<file path="config.mk">
export PLATFORM = sky130hd
export DESIGN_NAME = weighted_admission_pool
export DESIGN_NICKNAME = d
export VERILOG_FILES = /design/src/rtl/wap_pkg.sv /design/src/rtl/wap_ram.sv /design/src/rtl/weighted_admission_pool.sv
export VERILOG_INCLUDE_DIRS = /design/src /design/src/rtl
export SDC_FILE = /design/constraint.sdc
export NUM_CORES = 1
export LEC_CHECK = 0
export BUFFER_PORTS_ARGS = -buffer_cell sky130_fd_sc_hd__buf_2
export CORE_UTILIZATION = 60
export CTS_BUF_LIST = sky130_fd_sc_hd__clkbuf_4 sky130_fd_sc_hd__clkbuf_8
export CTS_CLUSTER_DIAMETER = 40
export CTS_CLUSTER_SIZE = 10
export DETAILED_ROUTE_END_ITERATION = 6
export GPL_TIMING_DRIVEN = 1
export PLACE_DENSITY = 0.84
export SLEW_MARGIN = 20
export SYNTH_ARGS = -nofsm -noshare
export SYNTH_HDL_FRONTEND = slang
export SYNTH_SLANG_ARGS = --single-unit
</file>
<file path="constraint.sdc">
create_clock -name clk -period 19.2 [get_ports clk]
set_input_delay 0.96 -clock clk [delete_from_list [all_inputs] [get_ports clk]]
set_output_delay 0.96 -clock clk [all_outputs]
set_load 0.03 [all_outputs]
</file>
<file path="src/rtl/weighted_admission_pool_defines.svh">
// ---------------------------------------------------------------------------
// weighted_admission_pool_defines
// Assertion macros shared by the pool RTL.
// ---------------------------------------------------------------------------
`ifndef WEIGHTED_ADMISSION_POOL_DEFINES_SVH
`define WEIGHTED_ADMISSION_POOL_DEFINES_SVH
// Implication checked on every rising clock edge outside reset.
`define WAP_ASSERT_IMP(label, ante, cons, msg) \
    label: assert property (@(posedge clk) disable iff (!rst_n) (ante) |-> (cons)) \
        else $error(msg);
// Next-cycle implication checked outside reset.
`define WAP_ASSERT_NEXT(label, ante, cons, msg) \
    label: assert property (@(posedge clk) disable iff (!rst_n) (ante) |=> (cons)) \
        else $error(msg);
`endif

</file>
<file path="src/rtl/wap_pkg.sv">
// ---------------------------------------------------------------------------
// wap_pkg
// Types and constants of the weighted admission pool.
// ---------------------------------------------------------------------------
package wap_pkg;

    localparam int DEF_QUEUE_DEPTH = 16;
    localparam int DEF_WEIGHT_BITS = 16;
    localparam int MAX_RELEASE     = 16;

    typedef enum logic [1:0] {
        ACT_SCHEDULE = 2'd0,
        ACT_FINISH   = 2'd1,
        ACT_DELAY    = 2'd2,
        ACT_RETRIEVE = 2'd3
    } action_t;

    typedef enum logic [1:0] {
        ST_OK   = 2'd0,
        ST_FULL = 2'd1,
        ST_ZERO = 2'd2,
        ST_DUP  = 2'd3
    } status_t;

    typedef enum logic [2:0] {
        S_IDLE,
        S_SCAN,
        S_SHIFT,
        S_REL,
        S_COMPACT,
        S_OUT
    } state_t;

    typedef struct packed {
        logic [1:0]  action;
        logic [15:0] job_id;
        logic [15:0] job_weight;
    } in_item_t;

    typedef struct packed {
        logic        released;
        logic [15:0] out_id;
        logic [15:0] out_weight;
        logic [15:0] use_now;
        logic [1:0]  status;
        logic        last;
    } out_item_t;

endpackage

</file>
<file path="src/rtl/wap_ram.sv">
// ---------------------------------------------------------------------------
// wap_ram
// Generic single-port-write, single-port-read RAM with registered read.
// ---------------------------------------------------------------------------
module wap_ram #(
    parameter int WIDTH = 32,
    parameter int DEPTH = 16
) (
    input  logic                     clk,
    input  logic                     wr_en,
    input  logic [$clog2(DEPTH)-1:0] wr_addr,
    input  logic [WIDTH-1:0]         wr_data,
    input  logic [$clog2(DEPTH)-1:0] rd_addr,
    output logic [WIDTH-1:0]         rd_data
);

    logic [WIDTH-1:0] mem [DEPTH];

    // Write port and registered read port.
    always_ff @(posedge clk)
    begin
        if (wr_en)
        begin
            mem[wr_addr] <= wr_data;
        end
        rd_data <= mem[rd_addr];
    end

endmodule

</file>
<file path="src/rtl/weighted_admission_pool.sv">
// ---------------------------------------------------------------------------
// Weighted admission pool
// Input channel in_valid/in_stall carries one in_item_t per transfer; the
// output channel out_valid/out_stall carries out_item_t results. Schedule,
// finish and delay give one result; retrieve gives one result per released
// job (up to 16) or a single empty result, with last marking the final one.
// The queue lives in one RAM of QUEUE_DEPTH entries (id and weight) with
// one access a cycle and a registered read; that port sets the timing.
// Schedule and finish go from the transfer to S_OUT, which presents the result.
// A delay scans the queue with one read per entry, moves each entry behind
// the slot up by one with a read and a write, writes the new entry and
// presents the result in S_OUT. A retrieve reads the candidate heads,
// compacts the remaining entries with a read and a write each, and ends in S_OUT.
// One item is in work at a time: the input is stalled while busy and while
// a result waits, so the next transfer can come only after the final
// result leaves.
// Reset clears the use, the count and the capacity register; the RAM is
// not cleared, since entries beyond the count are never read as data.
// A stalled result is held in the output register and the walk waits.
// ---------------------------------------------------------------------------
module weighted_admission_pool
    import wap_pkg::*;
#(
    parameter int QUEUE_DEPTH = DEF_QUEUE_DEPTH,
    parameter int WEIGHT_BITS = DEF_WEIGHT_BITS
) (
    input  logic      clk,
    input  logic      rst_n,
    input  logic      cfg_we,
    input  logic [15:0] cfg_data,
    input  logic      in_valid,
    output logic      in_stall,
    input  in_item_t  in_data,
    output logic      out_valid,
    input  logic      out_stall,
    output out_item_t out_data
);
`include "weighted_admission_pool_defines.svh"

    localparam int AW = $clog2(QUEUE_DEPTH);
    localparam int CW = $clog2(QUEUE_DEPTH + 1);
    localparam int UW = 17;
    localparam int REL_LIM = (MAX_RELEASE < QUEUE_DEPTH) ? MAX_RELEASE : QUEUE_DEPTH;
    localparam logic [15:0] WMASK = 16'((32'h1 << WEIGHT_BITS) - 1);
    localparam logic [CW-1:0] DEPTH_C = CW'(QUEUE_DEPTH);
    localparam logic [CW-1:0] REL_C = CW'(REL_LIM);

    state_t state_reg, state_next;
    logic [15:0] cap_reg;
    logic [15:0] use_reg, use_next;
    logic [CW-1:0] cnt_reg, cnt_next;
    logic [CW-1:0] idx_reg, idx_next;      // Scan / shift / compact index.
    logic [CW-1:0] pos_reg, pos_next;      // Insert position or release count.
    logic          pos_found_reg, pos_found_next;
    logic          dup_reg, dup_next;
    status_t       st_reg, st_next;
    in_item_t      item_reg, item_next;
    logic          rd_pend_reg, rd_pend_next;
    out_item_t     out_reg, out_next;
    out_item_t     hold_reg, hold_next;
    logic          ov_reg, ov_next;

    logic          wr_en;
    logic [AW-1:0] wr_addr, rd_addr;
    logic [31:0]   wr_data, rd_data;
    logic [15:0]   rd_id, rd_w, in_w;
    logic [UW-1:0] sum_use;

    wap_ram #(.WIDTH(32), .DEPTH(QUEUE_DEPTH)) u_ram (
        .clk(clk), .wr_en(wr_en), .wr_addr(wr_addr), .wr_data(wr_data),
        .rd_addr(rd_addr), .rd_data(rd_data)
    );

    assign rd_id  = rd_data[31:16];
    assign rd_w   = rd_data[15:0];
    assign in_w   = item_reg.job_weight & WMASK;
    assign in_stall  = (state_reg != S_IDLE) || ov_reg;
    assign out_valid = ov_reg;
    assign out_data  = out_reg;

    // Capacity register.
    always_ff @(posedge clk or negedge rst_n)
    begin
        if (!rst_n)
        begin
            cap_reg <= '0;
        end
        else if (cfg_we)
        begin
            cap_reg <= cfg_data;
        end
    end

    // Control and data registers.
    always_ff @(posedge clk or negedge rst_n)
    begin
        if (!rst_n)
        begin
            state_reg     <= S_IDLE;
            use_reg       <= '0;
            cnt_reg       <= '0;
            ov_reg        <= 1'b0;
            rd_pend_reg   <= 1'b0;
        end
        else
        begin
            state_reg     <= state_next;
            use_reg       <= use_next;
            cnt_reg       <= cnt_next;
            ov_reg        <= ov_next;
            rd_pend_reg   <= rd_pend_next;
        end
    end

    always_ff @(posedge clk)
    begin
        idx_reg       <= idx_next;
        pos_reg       <= pos_next;
        pos_found_reg <= pos_found_next;
        dup_reg       <= dup_next;
        st_reg        <= st_next;
        item_reg      <= item_next;
        out_reg       <= out_next;
        hold_reg      <= hold_next;
    end

    // Next state, RAM access and results.
    always_comb
    begin
        logic [UW-1:0] s;
        logic          out_free;
        state_next     = state_reg;
        use_next       = use_reg;
        cnt_next       = cnt_reg;
        idx_next       = idx_reg;
        pos_next       = pos_reg;
        pos_found_next = pos_found_reg;
        dup_next       = dup_reg;
        st_next        = st_reg;
        item_next      = item_reg;
        rd_pend_next   = 1'b0;
        out_next       = out_reg;
        hold_next      = hold_reg;
        ov_next        = ov_reg;
        wr_en          = 1'b0;
        wr_addr        = '0;
        wr_data        = '0;
        rd_addr        = '0;
        sum_use        = '0;
        s              = '0;
        out_free       = !ov_reg || !out_stall;
        if (ov_reg && !out_stall)
        begin
            ov_next = 1'b0;
        end
        case (state_reg)
            S_IDLE:
            begin
                if (in_valid && !in_stall)
                begin
                    item_next      = in_data;
                    idx_next       = '0;
                    pos_next       = cnt_reg;
                    pos_found_next = 1'b0;
                    dup_next       = 1'b0;
                    st_next        = ST_OK;
                    case (action_t'(in_data.action))
                        ACT_SCHEDULE, ACT_FINISH: state_next = S_OUT;
                        ACT_DELAY:    state_next = S_SCAN;
                        ACT_RETRIEVE:
                        begin
                            pos_next   = '0;
                            state_next = S_REL;
                        end
                        default: state_next = S_OUT;
                    endcase
                end
            end
            S_SCAN:
            begin
                // One read issued a cycle; compare the entry read last cycle.
                if (rd_pend_reg)
                begin
                    if (rd_id == item_reg.job_id)
                    begin
                        dup_next = 1'b1;
                    end
                    if (!pos_found_reg && !((rd_w < in_w) ||
                        (rd_w == in_w && rd_id < item_reg.job_id)))
                    begin
                        pos_found_next = 1'b1;
                        pos_next       = idx_reg - CW'(1);
                    end
                end
                if (cap_reg == '0 || idx_reg >= cnt_reg)
                begin
                    if (cap_reg != '0 && !dup_next && cnt_reg < DEPTH_C)
                    begin
                        idx_next   = cnt_reg;
                        state_next = S_SHIFT;
                    end
                    else
                    begin
                        // Dropped: zero capacity first, then duplicate, then full.
                        if (cap_reg == '0)
                            st_next = ST_ZERO;
                        else if (dup_next)
                            st_next = ST_DUP;
                        else
                            st_next = ST_FULL;
                        state_next = S_OUT;
                    end
                end
                else
                begin
                    rd_addr      = idx_reg[AW-1:0];
                    rd_pend_next = 1'b1;
                    idx_next     = idx_reg + CW'(1);
                end
            end
            S_SHIFT:
            begin
                // Move entry idx-1 to idx, from the tail down to the slot.
                if (rd_pend_reg)
                begin
                    wr_en   = 1'b1;
                    wr_addr = idx_reg[AW-1:0];
                    wr_data = rd_data;
                    idx_next = idx_reg - CW'(1);
                end
                else if (idx_reg > pos_reg)
                begin
                    rd_addr      = AW'(idx_reg - CW'(1));
                    rd_pend_next = 1'b1;
                end
                else
                begin
                    wr_en    = 1'b1;
                    wr_addr  = pos_reg[AW-1:0];
                    wr_data  = {item_reg.job_id, in_w};
                    cnt_next = cnt_reg + CW'(1);
                    state_next = S_OUT;
                end
            end
            S_REL:
            begin
                // Head candidates are read one after another. Each fitting job is
                // held until the next one fits or the walk ends, so that the
                // final release can carry last.
                if (rd_pend_reg)
                begin
                    sum_use = {1'b0, use_reg} + {1'b0, rd_w};
                    if (sum_use > {1'b0, cap_reg})
                    begin
                        state_next = S_COMPACT;
                        idx_next   = '0;
                    end
                    else if (pos_reg == '0 || out_free)
                    begin
                        if (cap_reg != '0)
                        begin
                            s = sum_use;
                            use_next = (s > {1'b0, WMASK}) ? WMASK : s[15:0];
                        end
                        if (pos_reg != '0)
                        begin
                            out_next = hold_reg;
                            ov_next  = 1'b1;
                        end
                        hold_next = '{released: 1'b1, out_id: rd_id, out_weight: rd_w,
                                      use_now: use_next, status: ST_OK, last: 1'b0};
                        pos_next  = pos_reg + CW'(1);
                    end
                    else
                    begin
                        rd_addr      = pos_reg[AW-1:0];
                        rd_pend_next = 1'b1;
                    end
                end
                else if (pos_reg < cnt_reg && pos_reg < REL_C &&
                         !(ov_reg && out_stall))
                begin
                    rd_addr      = pos_reg[AW-1:0];
                    rd_pend_next = 1'b1;
                end
                else if (pos_reg >= cnt_reg || pos_reg >= REL_C)
                begin
                    state_next = S_COMPACT;
                    idx_next   = '0;
                end
            end
            S_COMPACT:
            begin
                // Copy entry idx+n down to idx by a read and then a write, n being the release count.
                if (rd_pend_reg)
                begin
                    wr_en    = 1'b1;
                    wr_addr  = idx_reg[AW-1:0];
                    wr_data  = rd_data;
                    idx_next = idx_reg + CW'(1);
                end
                else if (pos_reg != '0 && idx_reg + pos_reg < cnt_reg)
                begin
                    rd_addr      = AW'(idx_reg + pos_reg);
                    rd_pend_next = 1'b1;
                end
                else
                begin
                    cnt_next   = cnt_reg - pos_reg;
                    state_next = S_OUT;
                end
            end
            S_OUT:
            begin
                // Final result of the item.
                if (out_free)
                begin
                    out_next = '{released: 1'b0, out_id: '0, out_weight: '0,
                                 use_now: use_reg, status: ST_OK, last: 1'b1};
                    case (action_t'(item_reg.action))
                        ACT_SCHEDULE:
                        begin
                            if (cap_reg != '0)
                            begin
                                s = {1'b0, use_reg} + {1'b0, in_w};
                                use_next = (s > {1'b0, WMASK}) ? WMASK : s[15:0];
                            end
                        end
                        ACT_FINISH:
                        begin
                            if (cap_reg != '0)
                            begin
                                use_next = (use_reg > in_w) ? use_reg - in_w : '0;
                            end
                        end
                        ACT_DELAY:
                        begin
                            out_next.status = st_reg;
                        end
                        default: ;
                    endcase
                    out_next.use_now = use_next;
                    ov_next = 1'b1;
                    state_next = S_IDLE;
                    // A retrieve that released jobs ends with its held release.
                    if (action_t'(item_reg.action) == ACT_RETRIEVE && pos_reg != '0)
                    begin
                        out_next      = hold_reg;
                        out_next.last = 1'b1;
                    end
                end
            end
            default: state_next = S_IDLE;
        endcase
    end

    `WAP_ASSERT_IMP(a_cnt_range, 1'b1, cnt_reg <= DEPTH_C, "queue count beyond depth")
    `WAP_ASSERT_IMP(a_busy_stall, state_reg != S_IDLE, in_stall, "input taken while busy")
    `WAP_ASSERT_NEXT(a_hold, out_valid && out_stall, $stable(out_data),
                     "stalled result changed")

endmodule

</file>
After elaboration in Yosys (flattened, before gate mapping). Memories as Yosys holds them, arrays and structs flattened. A register that Yosys moved wholly into a read port is not among the register bits. Index checks and enable logic that the tools add are counted.

Add/subtract/negate cells: 9. Magnitude comparators: 14. Eq/ne operators: 33. Muxes and demuxes: 112. Bitwise operators: 1. Reduce and logical (&&, ||, !) cells: 49.

Operators by type and width (count): 52-bit 2-to-1 mux (6); 16-bit 2-to-1 mux (10); 52-bit case mux with 2 select lines (1); 5-bit 2-to-1 mux (20); 32-bit 2-to-1 mux (3); 16-bit case mux with 2 select lines (2); 32-bit case mux with 2 select lines (1); 4-bit 2-to-1 mux (12); 3-bit 2-to-1 mux (12); 16-bit by 16-bit adder with 17-bit output (2); 17-bit by 16-bit greater-than comparator with 1-bit output, second input constant (2); 16-bit equality test (2); 16-bit < comparator (2); 2-bit != test, second input constant (16); 1-bit 2-to-1 mux (26); 5-bit case mux with 5 select lines (1); 3-bit case mux with 6 select lines (1); 17-bit by 16-bit greater-than comparator with 1-bit output (1); 16-bit greater-than comparator (1); 16-bit zero test (1); 4-bit case mux with 4 select lines (1); 16-bit nonzero test (1); 16-bit subtractor (1); 5-bit by 1-bit adder with 5-bit output, second input constant (3); 40 further kinds (90).

Register bits: 190. Memory bits (writable): 512. Word-level logic and storage cells: 242. Memories kept: 1.

Memory list: u_ram.mem (depth 16, width 32, read ports 1, clocked after Yosys merged registers in 1, wr ports 1, line wap_ram.sv:17) `logic [WIDTH-1:0] mem [DEPTH];`.

Logic depth before layout (Yosys ltp).
Depth in word-level cells: 10. Mapped depth: 22. Mapped depth without buffers: 19.

By module. A second synthesis with hierarchy kept.

Cells, all modules: 2116. Area, all modules: 32680.1 um^2.

By module, submodules not included: wap_ram (times used 1, cells each 838, area each 19854.0 um^2, sequential area each 16015.4 um^2); weighted_admission_pool (times used 1, cells each 1278, area each 12826.1 um^2, sequential area each 5495.3 um^2).

Worst setup path after synthesis. Ideal clock, no wire load.

Kind: register to register. Start: register use_reg[0]. End: register out_reg, in the netlist out_data[0] (enable). Data arrival time: 6.531 ns. Data required time: 18.721 ns. Setup slack: 12.190 ns. Stages on the path, launching flop included: 20. Path buffers: 2. Period minus slack after synthesis: 7.010 ns. Cell sequence: dfrtp_1 ha_1 fa_1 a211oi_1 o311a_1 o21bai_1 a21oi_1 o21a_1 nand3_1 o311ai_0 ha_1 nand3_1 o21ai_0 a211o_1 o221a_2 nor4_1 o21ai_0 clkbuf_1 clkbuf_1 a21oi_1.

Cells in the longest elaborated chain, start to end: 4.

Ends and longest elaborated chain: from (decl) (line weighted_admission_pool.sv:50) `logic [15:0] use_reg, use_next;`; from (signal assigned) (line weighted_admission_pool.sv:108) `use_reg <= use_next;`; 16-bit by 16-bit adder with 17-bit output (line weighted_admission_pool.sv:252) `sum_use = {1'b0, use_reg} + {1'b0, rd_w};`; 17-bit by 16-bit greater-than comparator with 1-bit output (line weighted_admission_pool.sv:253) `if (sum_use > {1'b0, cap_reg})`; 2-bit != test (no line); 6-bit AND reduction (no line); to (signal assigned) (line weighted_admission_pool.sv:123) `out_reg <= out_next;`; to (decl) (line weighted_admission_pool.sv:59) `out_item_t out_reg, out_next;`.

Every way passes these cells. A chain may end at the register's enable or synchronous reset.

Final worst setup path.
Start: register use_reg[1]. End: register u_ram.rd_data[15], read port of u_ram.mem.

Cells in the longest elaborated chain, start to end: 5.

Ends and longest elaborated chain: 16-bit by 16-bit adder with 17-bit output (line weighted_admission_pool.sv:252); 17-bit by 16-bit greater-than comparator with 1-bit output (line weighted_admission_pool.sv:253); 4-bit 2-to-1 mux (line weighted_admission_pool.sv:253); 4-bit 2-to-1 mux (line weighted_admission_pool.sv:250) `if (rd_pend_reg)`; 4-bit case mux with 4 select lines (line weighted_admission_pool.sv:156) `case (state_reg)`; to (decl) (line wap_ram.sv:14) `output logic [WIDTH-1:0] rd_data`.

Every way passes these cells.

==> impl_metrics.env <==
export IMPL_status="complete, no violations"
export IMPL_design_area_sq_um=37900
export IMPL_dpl_cell_area_sq_um=35500
export IMPL_grt_pass1_vias=23661
export IMPL_nNetsFinal=2860
export IMPL_cpPeakStageDelay_ns=0.81
export IMPL_synth_edf_count=660
export IMPL_dp_slack_ns=11.92
export IMPL_initialDrtViolationCount=3212
export IMPL_hpwl_mm=60.3
export IMPL_post_cts_buffers=0
export IMPL_relSlewSlack_pct=22.4
export IMPL_skew_ns=0.0517
export IMPL_grt_usage_pct=34.0
export IMPL_worstPathRequired_ns=19.79
export IMPL_fin_ws_ns=11.84
export IMPL_avgSynthCellArea_sq_um=13.3
export IMPL_setup_viol=0
export IMPL_drc_errors=0
export IMPL_h_tree_depth=3
export IMPL_synthArstFlopShare_pct=5.72
export IMPL_setup_worst_path_end_class="flip-flop"
export IMPL_maxCapViolCount=0
export IMPL_fmax_mhz=136
export IMPL_synth_top_area_share_pct=58.1
export IMPL_hold_path_class="input pin to async pin"
export IMPL_synthTopCellsByCount="edfxtp_1, nand2_1, o21ai_0, a21oi_1, ha_1"
export IMPL_min_period_ns=7.36
export IMPL_grt_antenna_before_repair=2
export IMPL_setup_tns_ns=0
export IMPL_fp_dieW_um=240
export IMPL_place_congestion=0.965
export IMPL_io_pins=109
export IMPL_clock_tree_root_cell="clkbuf_8"
export IMPL_rows=87
export IMPL_clk_path_buf_depth=3
export IMPL_clkLatencyLatePin_ns=0.73
export IMPL_worst_slew_pin_slew_ns=1.16
export IMPL_timing_rr_start="use_reg[1]"
export IMPL_grt_ovfl_total=0
export IMPL_critPathKind="flip-flop to flip-flop"
export IMPL_worstPathMaxFanout=91
export IMPL_final_antenna_net_count=0
export IMPL_crit_buf_inv=2
export IMPL_grt_start_max_net_pins=92
export IMPL_powerDensity_nw_per_um2=173
export IMPL_area_delta_synth_final_pct=11.2
export IMPL_synth_area_sq_um=34100
export IMPL_cts_sinks=734
export IMPL_cts_made_buffers=103
export IMPL_cts_resized=0
export IMPL_dieArea_sq_um=57800
export IMPL_start_util_pct=60.6
export IMPL_ys_flop_type="edfxtp_1"
export IMPL_largest_register_ffs=512
export IMPL_vias=23998
export IMPL_finalCritPeriodShare_pct=38.3
export IMPL_grt_setup_unrepaired="false"
export IMPL_crit_family="compound AO/OA/AOI/OAI gates"
export IMPL_r2r_end="u_ram.rd_data[15]"
export IMPL_synth_area_leaders="edfxtp_1, ha_1, dfrtp_1"
export IMPL_clkSlewWorstSetupHoldPaths_ns=0.07
export IMPL_crit_chain="fa_1 -> a211oi_1 -> o311a_1 -> o21bai_1 -> a21oi_1 -> o21a_1 -> o311ai_0 -> ha_1 -> nand3_1 -> o21ai_0 -> a211o_1 -> o221a_2 -> o311ai_4 -> buf_4 -> nand2_8 -> buf_4 -> mux2_2 -> a2111oi_2 -> a22oi_1"
export IMPL_portBuffers=108
export IMPL_worst_r2r_path_depth=19
export IMPL_die_y_um=240
export IMPL_ys_seq_elements=734
export IMPL_seq_area_frac_synth_pct=63.0
export IMPL_slew_viol_final=0
export IMPL_hold_viol_final=0
export IMPL_coreArea_sq_um=56300
export IMPL_cpMostUsedCell="buf_4"
export IMPL_synth_nets=2754
export IMPL_cts_tree="yes"
export IMPL_wirelength_mm=98.1
export IMPL_vdd_ir_drop_max_mv=0.166
export IMPL_synth_most_common_cell="edfxtp_1"
export IMPL_synth_cell_types=94
export IMPL_slowest_stage="o311ai_0"
export IMPL_firstDrtPassIters=6
export IMPL_start_kind="flip-flop"
export IMPL_rrSetupSlack_ns=11.84
export IMPL_synth_area_leader_cell="edfxtp_1"
export IMPL_vias_per_cell=6.81
export IMPL_wl_per_cell_um=27.8
export IMPL_grt_pass1_wl_mm=144
export IMPL_yosysWarnings=0
export IMPL_power_leakage_uw=0.0135
export IMPL_finalPower_uw=6560
export IMPL_synthCells=2570
export IMPL_hold_buffers=0
export IMPL_crit_arrival_ns=7.95
export IMPL_drive_gt1_share_pct=19.6
## through the flow
| step | hold WS [ns] | util [%] | cells |
|---|---|---|---|
| final | 0.356 | 67.4 | 3522 |
| after CTS | 0.352 | 67.4 | 3520 |
| after global placement | 0.478 | 63.2 | 3327 |
| after detailed placement | 0.466 | 63.2 | 3327 |
| after global routing | 0.392 | 67.4 | 3521 |
| after floorplan | 0.431 | - | 2570 |
## worst max path at each step
| stage | cells past startpoint | slack [ns] | end | from |
|---|---|---|---|---|
| after floorplan | 19 | 12.19 | out_data[0] | use_reg[0] |
| after global placement | 19 | 12.08 | u_ram.rd_data[30] | use_reg[2] |
| after detailed placement | 19 | 11.92 | u_ram.rd_data[15] | use_reg[2] |
| after CTS | 19 | 11.94 | u_ram.rd_data[8] | use_reg[2] |
| after global routing | 19 | 11.51 | u_ram.rd_data[30] | use_reg[1] |
| final | 19 | 11.84 | u_ram.rd_data[15] | use_reg[1] |
## worst reg2reg max path: cells and delay by family (launching register included)
family          cells  cell delay (ns)
mux                 1             0.49
compound gates     12             3.32
buf+inv             2             1.41
simple gates        2             0.70
fa+ha+maj           2             0.74
flops               1             0.61
## layer usage
metal	vias up	routed length (um)	global-route usage [%]	share of wire, %
li1	10139	-	-	-
met3	349	12200	7.66	12
met5	-	10	0	0.010
met1	11680	35500	44.4	36
met4	2	4780	17.8	4.9
met2	1828	45600	53.3	46
## logic make-up after synthesis
family | synth area share (%)
xor+xnor | 1.33
compound gates | 15.6
flops | 63.0
simple gates | 7.27
buf+inv | 3.38
fa+ha+maj | 4.84
mux | 4.57
## report_power, final
part / switching (uW) / internal [uW] / total (uW)
Sequential: 212 / 2040 / 2250
Combinational: 1910 / 1010 / 2920
Clock: 624 / 764 / 1390
## cells in the final DEF, fill, tap and decap left out, drive strengths merged, types with 18 or more instances in the layout
cell type	count
a211oi	43
nand3	92
dfxtp	32
buf	156
clkinv	20
a2111oi	36
inv	130
a22oi	47
a21o	56
ha	124
xnor2	39
edfxtp	660
nand2	159
nor3	20
and2	38
dfrtp	42
clkbuf	152
mux2	70
nor2b	18
o211ai	111
a22o	32
a21oi	147
o21ai	157
mux4	32
nor2	120
## cell type report
cell class                      count  area (sq um)
Tap cell                          756           946
Clock inverter                     41           533
Sequential cell                   734         21500
Clock buffer                      152          1840
Fill cell                        3796         18300
Multi-Input combinational cell   1557         11700
Timing Repair Buffer              156           901
Antenna cell                        2          5.00
Inverter                          124           465
Power figures use the tool's default switching activity.
